`src/rtl/anfe_pkg.sv`:
```
// Package for the ASCII nibble frame encoder with CRC-16.
// Character codes, sequence positions and the CRC byte update; no dependencies.
package anfe_pkg;

  localparam logic [15:0] CRC_POLY = 16'h8F57;
  localparam logic [7:0]  NIB_BASE = 8'h47;  // 'G'
  localparam logic [7:0]  NIB_TOP  = 8'h56;  // 'V'
  localparam logic [7:0]  CH_START = 8'h23;  // '#'
  localparam logic [7:0]  CH_CR    = 8'h0D;

  // Position of a character within the sequence one item can produce.
  typedef enum logic [2:0] {
    SEQ_START  = 3'd0,
    SEQ_MSG_HI = 3'd1,
    SEQ_MSG_LO = 3'd2,
    SEQ_CRC_3  = 3'd3,
    SEQ_CRC_2  = 3'd4,
    SEQ_CRC_1  = 3'd5,
    SEQ_CRC_0  = 3'd6,
    SEQ_CR     = 3'd7
  } seq_pos_e;

  function automatic logic [15:0] crc_byte(input logic [15:0] crc, input logic [7:0] b);
    logic [15:0] c;
    logic [7:0]  v;
    logic        top;
    c = crc;
    v = b;
    for (int i = 0; i < 8; i++) begin
      top = v[7] ^ c[15];
      c   = {c[14:0], 1'b0};
      if (top) begin
        c = c ^ CRC_POLY;
      end
      v   = {v[6:0], 1'b0};
    end
    return c;
  endfunction

  function automatic logic [7:0] nib_char(input logic [3:0] nib);
    return NIB_BASE + {4'b0000, nib};
  endfunction

endpackage

```
`src/rtl/ascii_nibble_frame_encoder_crc16_unit.sv`:
```
// Channel   Direction  Handshake               Payload
// in        input      in_valid_i/in_stall_o   msg_byte_i, first_byte_i, last_byte_i
// out       output     out_valid_o/out_stall_i out_char_o, frame_end_o, run_last_o
//
// Each item yields 2 to 8 characters (2, +1 with first_byte, +5 with
// last_byte), one per cycle while out is not stalled.
// The item register reloads in the cycle its last character moves out.
// The CRC byte update is done at input transfer. Reset clears valid flags
// and the CRC. A stall on out holds the output register and the item.
// Uses anfe_pkg.
module ascii_nibble_frame_encoder_crc16_unit import anfe_pkg::*; (
  input  logic       clk_i,
  input  logic       rst_ni,
  input  logic       in_valid_i,
  output logic       in_stall_o,
  input  logic [7:0] msg_byte_i,
  input  logic       first_byte_i,
  input  logic       last_byte_i,
  output logic       out_valid_o,
  input  logic       out_stall_i,
  output logic [7:0] out_char_o,
  output logic       frame_end_o,
  output logic       run_last_o
);

  logic        item_vld_q;
  logic [7:0]  byte_q;
  logic        last_q;
  logic [15:0] crcv_q;
  seq_pos_e    pos_q, pos_d, end_pos;
  logic [15:0] crc_q, crc_next;

  logic        out_vld_q;
  logic [7:0]  out_char_q, char_d;
  logic        frame_end_q, run_last_q;

  logic out_free, emit, done, in_xfer;

  assign out_free = !out_vld_q || !out_stall_i;
  assign emit     = item_vld_q && out_free;
  assign end_pos  = last_q ? SEQ_CR : SEQ_MSG_LO;
  assign done     = emit && (pos_q == end_pos);
  assign in_stall_o = item_vld_q && !done;
  assign in_xfer  = in_valid_i && !in_stall_o;

  assign crc_next = crc_byte(first_byte_i ? 16'h0000 : crc_q, msg_byte_i);

  always_comb begin
    unique case (pos_q)
      SEQ_START:  char_d = CH_START;
      SEQ_MSG_HI: char_d = nib_char(byte_q[7:4]);
      SEQ_MSG_LO: char_d = nib_char(byte_q[3:0]);
      SEQ_CRC_3:  char_d = nib_char(crcv_q[15:12]);
      SEQ_CRC_2:  char_d = nib_char(crcv_q[11:8]);
      SEQ_CRC_1:  char_d = nib_char(crcv_q[7:4]);
      SEQ_CRC_0:  char_d = nib_char(crcv_q[3:0]);
      SEQ_CR:     char_d = CH_CR;
      default:    char_d = CH_CR;
    endcase
  end

  always_comb begin
    pos_d = pos_q;
    if (in_xfer) begin
      pos_d = first_byte_i ? SEQ_START : SEQ_MSG_HI;
    end else if (emit) begin
      pos_d = seq_pos_e'(pos_q + 3'd1);
    end
  end

  always_ff @(posedge clk_i or negedge rst_ni) begin
    if (!rst_ni) begin
      item_vld_q <= 1'b0;
      pos_q      <= SEQ_START;
      crc_q      <= 16'h0000;
      out_vld_q  <= 1'b0;
    end else begin
      pos_q <= pos_d;
      if (in_xfer) begin
        item_vld_q <= 1'b1;
        crc_q      <= last_byte_i ? 16'h0000 : crc_next;
      end else if (done) begin
        item_vld_q <= 1'b0;
      end
      if (emit) begin
        out_vld_q <= 1'b1;
      end else if (!out_stall_i) begin
        out_vld_q <= 1'b0;
      end
    end
  end

  always_ff @(posedge clk_i) begin
    if (in_xfer) begin
      byte_q <= msg_byte_i;
      last_q <= last_byte_i;
      crcv_q <= crc_next;
    end
    if (emit) begin
      out_char_q  <= char_d;
      frame_end_q <= (pos_q == SEQ_CR);
      run_last_q  <= (pos_q == end_pos);
    end
  end

  assign out_valid_o = out_vld_q;
  assign out_char_o  = out_char_q;
  assign frame_end_o = frame_end_q;
  assign run_last_o  = run_last_q;

endmodule

```
`config.mk`:
```
export PLATFORM = sky130hd
export DESIGN_NAME = ascii_nibble_frame_encoder_crc16_unit
export DESIGN_NICKNAME = d
export VERILOG_FILES = /design/src/rtl/anfe_pkg.sv /design/src/rtl/ascii_nibble_frame_encoder_crc16_unit.sv
export SDC_FILE = /design/constraint.sdc
export NUM_CORES = 1
export LEC_CHECK = 0
export BUFFER_PORTS_ARGS = -buffer_cell sky130_fd_sc_hd__buf_2
export CAP_MARGIN = 20
export CELL_PAD_IN_SITES_DETAIL_PLACEMENT = 2
export CELL_PAD_IN_SITES_GLOBAL_PLACEMENT = 2
export CORE_MARGIN = 4
export CORE_UTILIZATION = 37
export CTS_CLUSTER_DIAMETER = 200
export DETAILED_ROUTE_END_ITERATION = 10
export PLACE_DENSITY = 0.74
export REMOVE_ABC_BUFFERS = 1
export SLEW_MARGIN = 5
export SYNTH_ARGS = -nofsm -noshare
export SYNTH_HDL_FRONTEND = slang
export SYNTH_SLANG_ARGS = --single-unit
```
`constraint.sdc`:
```
create_clock -name clk_i -period 2.3 [get_ports clk_i]
set_input_delay 0.23 -clock clk_i [delete_from_list [all_inputs] [get_ports clk_i]]
set_output_delay 0.23 -clock clk_i [all_outputs]
set_load 0.03 [all_outputs]
```
# ---- Word-level counts from Yosys, hierarchy flattened
# Index checks and enable logic that the tools add are counted.
dict set report totals {
  input_bits 14
  wordCells 73
  register_bits 56
  output_inout_bits 12
}
dict set report classes {
  addsub 7
  muxes 19
  eq_ne 9
  n_reduce_logical 12
  n_bitwise 16
}
# operator n
set ops {}
lappend ops {{$mux 16} 10}
lappend ops {{$not 10->10} 8}
lappend ops {{$pmux 8 s8} 1}
lappend ops {{$add 7x4->8 const A} 6}
lappend ops {{$eq 3x3->1 const B} 4}
lappend ops {{$mux 3} 3}
lappend ops {{$xor 1x1->1} 8}
lappend ops {{$eq 3x2->1 const B} 2}
lappend ops {{$mux 1} 5}
lappend ops {{$logic_and 1x1->1} 4}
lappend ops {{$logic_not 1->1} 4}
lappend ops {{$reduce_bool 2->1} 2}
lappend ops {{$add 3x1->3 const B} 1}
lappend ops {{$eq 3x1->1 const B} 1}
lappend ops {{$eq 3x3->1} 1}
lappend ops {{$logic_not 3->1} 1}
lappend ops {{$ne 2x1->1 const B} 1}
lappend ops {{$logic_or 1x1->1} 1}

# ---- Longest topological paths before layout
dict set report logic_depth {
  word_depth 18
  depth_mapped 9
}

# ---- Worst setup path before layout
# No wires, ideal clock.
dict set report synth_timing {
  path_kind {register -> register}
  startpoint {register crc_q[14]}
  endpoint {register crc_q[7]}
  stages_incl_launch_ff 8
  t_required_ns 2.180
  slack_ns 0.088
  t_arrival_ns 2.092
  cell_sequence {dfrtp_1 -> buf_6 -> nor2b_4 -> xnor3_2 -> xnor2_4 -> xnor3_2 -> xor2_1 -> a31o_1}
}
dict set report synth_via {
  elab_chain_len 17
  word_cells_on_any_way 21
}
# element line
set synth_lines {}
lappend synth_lines {{from (decl)} ascii_nibble_frame_encoder_crc16_unit.sv:31} ;# logic [15:0] crc_q, crc_next;
lappend synth_lines {{from (signal assigned)} ascii_nibble_frame_encoder_crc16_unit.sv:81} ;# crc_q <= last_byte_i ? 16'h0000 : crc_next;
lappend synth_lines {{$mux 16 *} ascii_nibble_frame_encoder_crc16_unit.sv:46} ;# assign crc_next = crc_byte(first_byte_i ? 16'h0000 : crc_q, msg_byte_i);
lappend synth_lines {{$not 10->10 (no source line)} --}
lappend synth_lines {{$mux 16 *} anfe_pkg.sv:32} ;# if (top) begin
lappend synth_lines {{$xor 1x1->1 *} anfe_pkg.sv:30} ;# top = v[7] ^ c[15];
lappend synth_lines {{$mux 16 *} anfe_pkg.sv:32}
lappend synth_lines {{$xor 1x1->1} anfe_pkg.sv:30}
lappend synth_lines {{$mux 16 *} anfe_pkg.sv:32}
lappend synth_lines {{$xor 1x1->1} anfe_pkg.sv:30}
lappend synth_lines {{$mux 16 *} anfe_pkg.sv:32}
lappend synth_lines {{$xor 1x1->1} anfe_pkg.sv:30}
lappend synth_lines {{$mux 16 *} anfe_pkg.sv:32}
lappend synth_lines {{$xor 1x1->1} anfe_pkg.sv:30}
lappend synth_lines {{$mux 16 *} anfe_pkg.sv:32}
lappend synth_lines {{$xor 1x1->1} anfe_pkg.sv:30}
lappend synth_lines {{$mux 16 * (2 in series)} anfe_pkg.sv:32}
lappend synth_lines {{via crc_next[7]} ascii_nibble_frame_encoder_crc16_unit.sv:31}
lappend synth_lines {{$mux 16 *} ascii_nibble_frame_encoder_crc16_unit.sv:81}
# Mark *: on every way through the listed nets, which the timed path passes. The rest lies on a longest branch.
# A chain may end at the register's enable or synchronous reset.

# ---- Worst setup path after layout
dict set report layout_timing {
  startpoint {register pos_q[0]}
  endpoint {register out_char_q[2], in the netlist out_char_o[2], data pin}
}
dict set report layout_via {
  elab_chain_len 2
  word_cells_on_any_way 9
}
# element line
set layout_lines {}
lappend layout_lines {{from (decl)} ascii_nibble_frame_encoder_crc16_unit.sv:30} ;# seq_pos_e pos_q, pos_d, end_pos;
lappend layout_lines {{from (signal assigned)} ascii_nibble_frame_encoder_crc16_unit.sv:78} ;# pos_q <= pos_d;
lappend layout_lines {{$eq 3x3->1 (tied with other cells)} ascii_nibble_frame_encoder_crc16_unit.sv:49} ;# unique case (pos_q)
lappend layout_lines {{$pmux 8 s8 *} ascii_nibble_frame_encoder_crc16_unit.sv:49}
lappend layout_lines {{via char_d[2]} ascii_nibble_frame_encoder_crc16_unit.sv:34} ;# logic [7:0] out_char_q, char_d;
lappend layout_lines {{to (signal assigned)} ascii_nibble_frame_encoder_crc16_unit.sv:100} ;# out_char_q <= char_d;
lappend layout_lines {{to (decl)} ascii_nibble_frame_encoder_crc16_unit.sv:34}
# Marks and branches as above.

==> results.txt <==
drt drc: 0
Pre-Repair DR Iteration Count: 4
switching power: 2360 µW
initial antenna violation count: 0
critical path peak fanout: 6
total of max-cap violations: 0
sequential power share: 0.308
Die Span Y: 98.9 µm
DP Area: 3360 µm²
drt first-iter violations: 97
CTS HTree Levels: 2
Fill cells: 820
die area: 9790 µm²
Slew Viols, Final: 0
layout cells sized above 1: 0.293
worst flop-to-flop path startpoint: pos_q[0]$_DFFE_PN0P_
Worst VDD drop: 0.000528 V
GRT Residual Overflow: 0
commonest non-fill, non-tap cell in the layout: xnor2_1
Setup-failing EPs final: 0
yosys warns: 0
clk_skew: 0.00743 ns
CTS sink count: 55
clock share of power: 0.100
Critical Path RT: 2.38 ns
FMAX: 453 MHz
Routed WL: 7980 µm
worst slew pin tran: 0.658 ns
CTS Buffer Depth: 2
Clock Latency Late Sink: 0.31 ns
crit path time final: 2.21 ns
Critical Path AT: 2.29 ns
area of the mapped netlist: 3060 µm²
vias in the first global route: 2195
core box area: 7890 µm²
Initial Utilization: 0.388
Placed Cells: 372
switching share of power: 0.412
Hold Path Origin: in_valid_i
Slew HR: 0.561
CTS tree: done
All-Layer GR Usage: 0.171
critical path startpoint: pos_q[0]$_DFFE_PN0P_
Final ANT Viol Nets: 0
IO Port Bufs: 24
HPWL after DPL: 6000 µm
fin cells: 382
vias per inst: 5.15
Top Metal Used: met4
# rows: 32
area delta synth->final: 16.5%
crit start category: flop
register area share after synthesis: 0.505
largest net degree at the start of global routing: 33
P_int: 3380 µW
CP Capture Type: flop
most frequent cells in the layout: 43 x xnor2_1, 34 x edfxtp_1, 24 x buf_2, 19 x dfrtp_1, 17 x buf_4
final net count: 300
Tcrit/Tclk final: 0.961
die width: 98.9 µm
Root Driver: clkbuf_8
Placer Congestion: 0.810
average size of a mapped cell: 12.7 µm²
P per Cell Area: 1610 nW/µm²
vias: 1966
Ant. Diodes: 0
Logic pwr share: 0.592
io pins: 26
first-pass GRT wire length: 12600 µm
unique cell type count in the Yosys netlist: 49
wire length on met3: 167 µm
hold crit path type: input pin to flop
M1 wire length: 3520 µm
Gate Count Post-Synth: 241
status: completed
leakage: 0.00137 µW
clock-pin slew on the worst setup and hold paths: 0.10 ns
TritonCTS buffer count: 5
Yosys reg bits: 55
Design Area, Final: 3570 µm²
kind of critical path: flop to flop
Fin. Hold Viols: 0
met2 WL: 4230 µm
routed len/inst: 20.9 µm
==> metrics by stage <==
stage	utilization	setup slack (ns)	power (µW)	TNS (ns)	hold WS, ns
after floorplan	-	0.0959	4000	0	-0.0656
after global placement	0.425	0.0445	4770	0	0.253
after detailed placement	0.425	-0.111	4920	-0.174	0.260
after CTS	0.443	0.0130	5610	0	0.106
after global routing	0.452	-0.0410	6150	-0.0410	0.109
final	0.452	0.0904	5740	0	0.116
==> Yosys cell counts (all sizes together) <==
master | number | area (µm²)
and2 | 4 | 25.0
dfrtp | 21 | 526
a211oi | 2 | 15.0
nand3b | 1 | 7.51
o211ai | 1 | 7.51
or3 | 1 | 6.26
edfxtp | 34 | 1020
a22oi | 3 | 22.5
inv | 9 | 38.8
nor2 | 17 | 66.3
a32oi | 2 | 17.5
and2b | 1 | 10.0
or2 | 1 | 6.26
a21o | 2 | 15.0
a21oi | 2 | 10.0
nand2 | 9 | 33.8
xor3 | 1 | 25.0
a22o | 12 | 105
ha | 7 | 87.6
mux2i | 2 | 20.0
nor3 | 1 | 5.00
a32o | 1 | 10.0
xnor2 | 49 | 500
buf | 6 | 43.8
o21ai | 7 | 35.0
xnor3 | 4 | 92.6
nand2b | 3 | 18.8
a222oi | 2 | 20.0
o2111ai | 1 | 8.76
clkbuf | 5 | 28.8
nor2b | 8 | 57.6
xor2 | 12 | 105
and3 | 1 | 6.26
conb | 1 | 3.75
a31o | 3 | 26.3
nand3 | 3 | 15.0
o2bb2ai | 2 | 17.5
==> power groups by stage <==
stage          registers [µW]  logic, µW  clock network (µW)
2_1_floorplan            1880       2120                   0
3_3_place_gp             1750       3020                   0
3_5_place_dp             1770       3150                   0
4_1_cts                  1750       3250                 599
5_1_grt                  1800       3710                 637
6_report                 1770       3400                 576
==> logic make-up (layout without fill, tap and decap cells) <==
logic type	after synthesis	after routing	synth area share
and+or+nand+nor	50	50	0.0842
muxes	2	2	0.00654
buffers and inverters	20	59	0.0364
DFF	55	55	0.505
AOI/OAI and AO/OA	40	40	0.101
other	1	1	0.00123
xor gates and xnor gates	66	66	0.236
adders and majority gates	7	7	0.0286
==> worst paths after layout <==
check / cells after the start / to / slack (ns)
min reg2reg: 1 / out_valid_o$_DFFE_PN0P_ / 0.49
max in group asynchronous: 2 / pos_q[0]$_DFFE_PN0P_ / 1.44
max reg2reg: 8 / out_char_o[2]$_DFFE_PP_ / 0.09
max: 8 / out_char_o[2]$_DFFE_PP_ / 0.09
min: 2 / item_vld_q$_DFFE_PN0P_ / 0.12
min in group asynchronous: 2 / crc_q[1]$_DFFE_PN0P_ / 0.44
==> sequential cells by signal, indices dropped and copies added (netlist names), 3 cells and up <==
| signal | count |
|---|---|
| crcv_q | 16 |
| byte_q | 8 |
| out_char_o | 7 |
| pos_q | 3 |
| crc_q | 16 |
==> timing repair <==
action | CTS | global route
setup endpoints to repair | 4 | 3
setup buffers | 0 | 1
resized for setup | 9 | 14
hold endpoints to repair | 21 | 0
hold buffers | 1 | 0
pin swaps | 1 | 2
==> metal layers <==
layer	up-vias	track usage
met5	-	0
met2	35	0.299
li1	914	-
met4	0	0.0399
met3	4	0.0234
met1	1013	0.224
==> cell type report <==
class	instances	area, µm²	share of cell area
Clock buffer	6	82.6	0.0232
Clock inverter	2	16.3	0.00456
Inverter	9	41.3	0.0116
Multi-Input combinational cell	166	1490	0.418
Sequential cell	55	1550	0.434
Tap cell	102	128	0.0358
Timing Repair Buffer	42	258	0.0723
==> critical path: stages, from the launching register on <==
cell and delay (ns):
dfrtp_2 0.49, ha_2 0.24, ha_4 0.19, a32o_1 0.23, a21oi_1 0.18, o2bb2ai_2 0.16
ha_2 0.22, xnor2_1 0.09, a21o_1 0.18
Power figures use the tool's default switching activity.
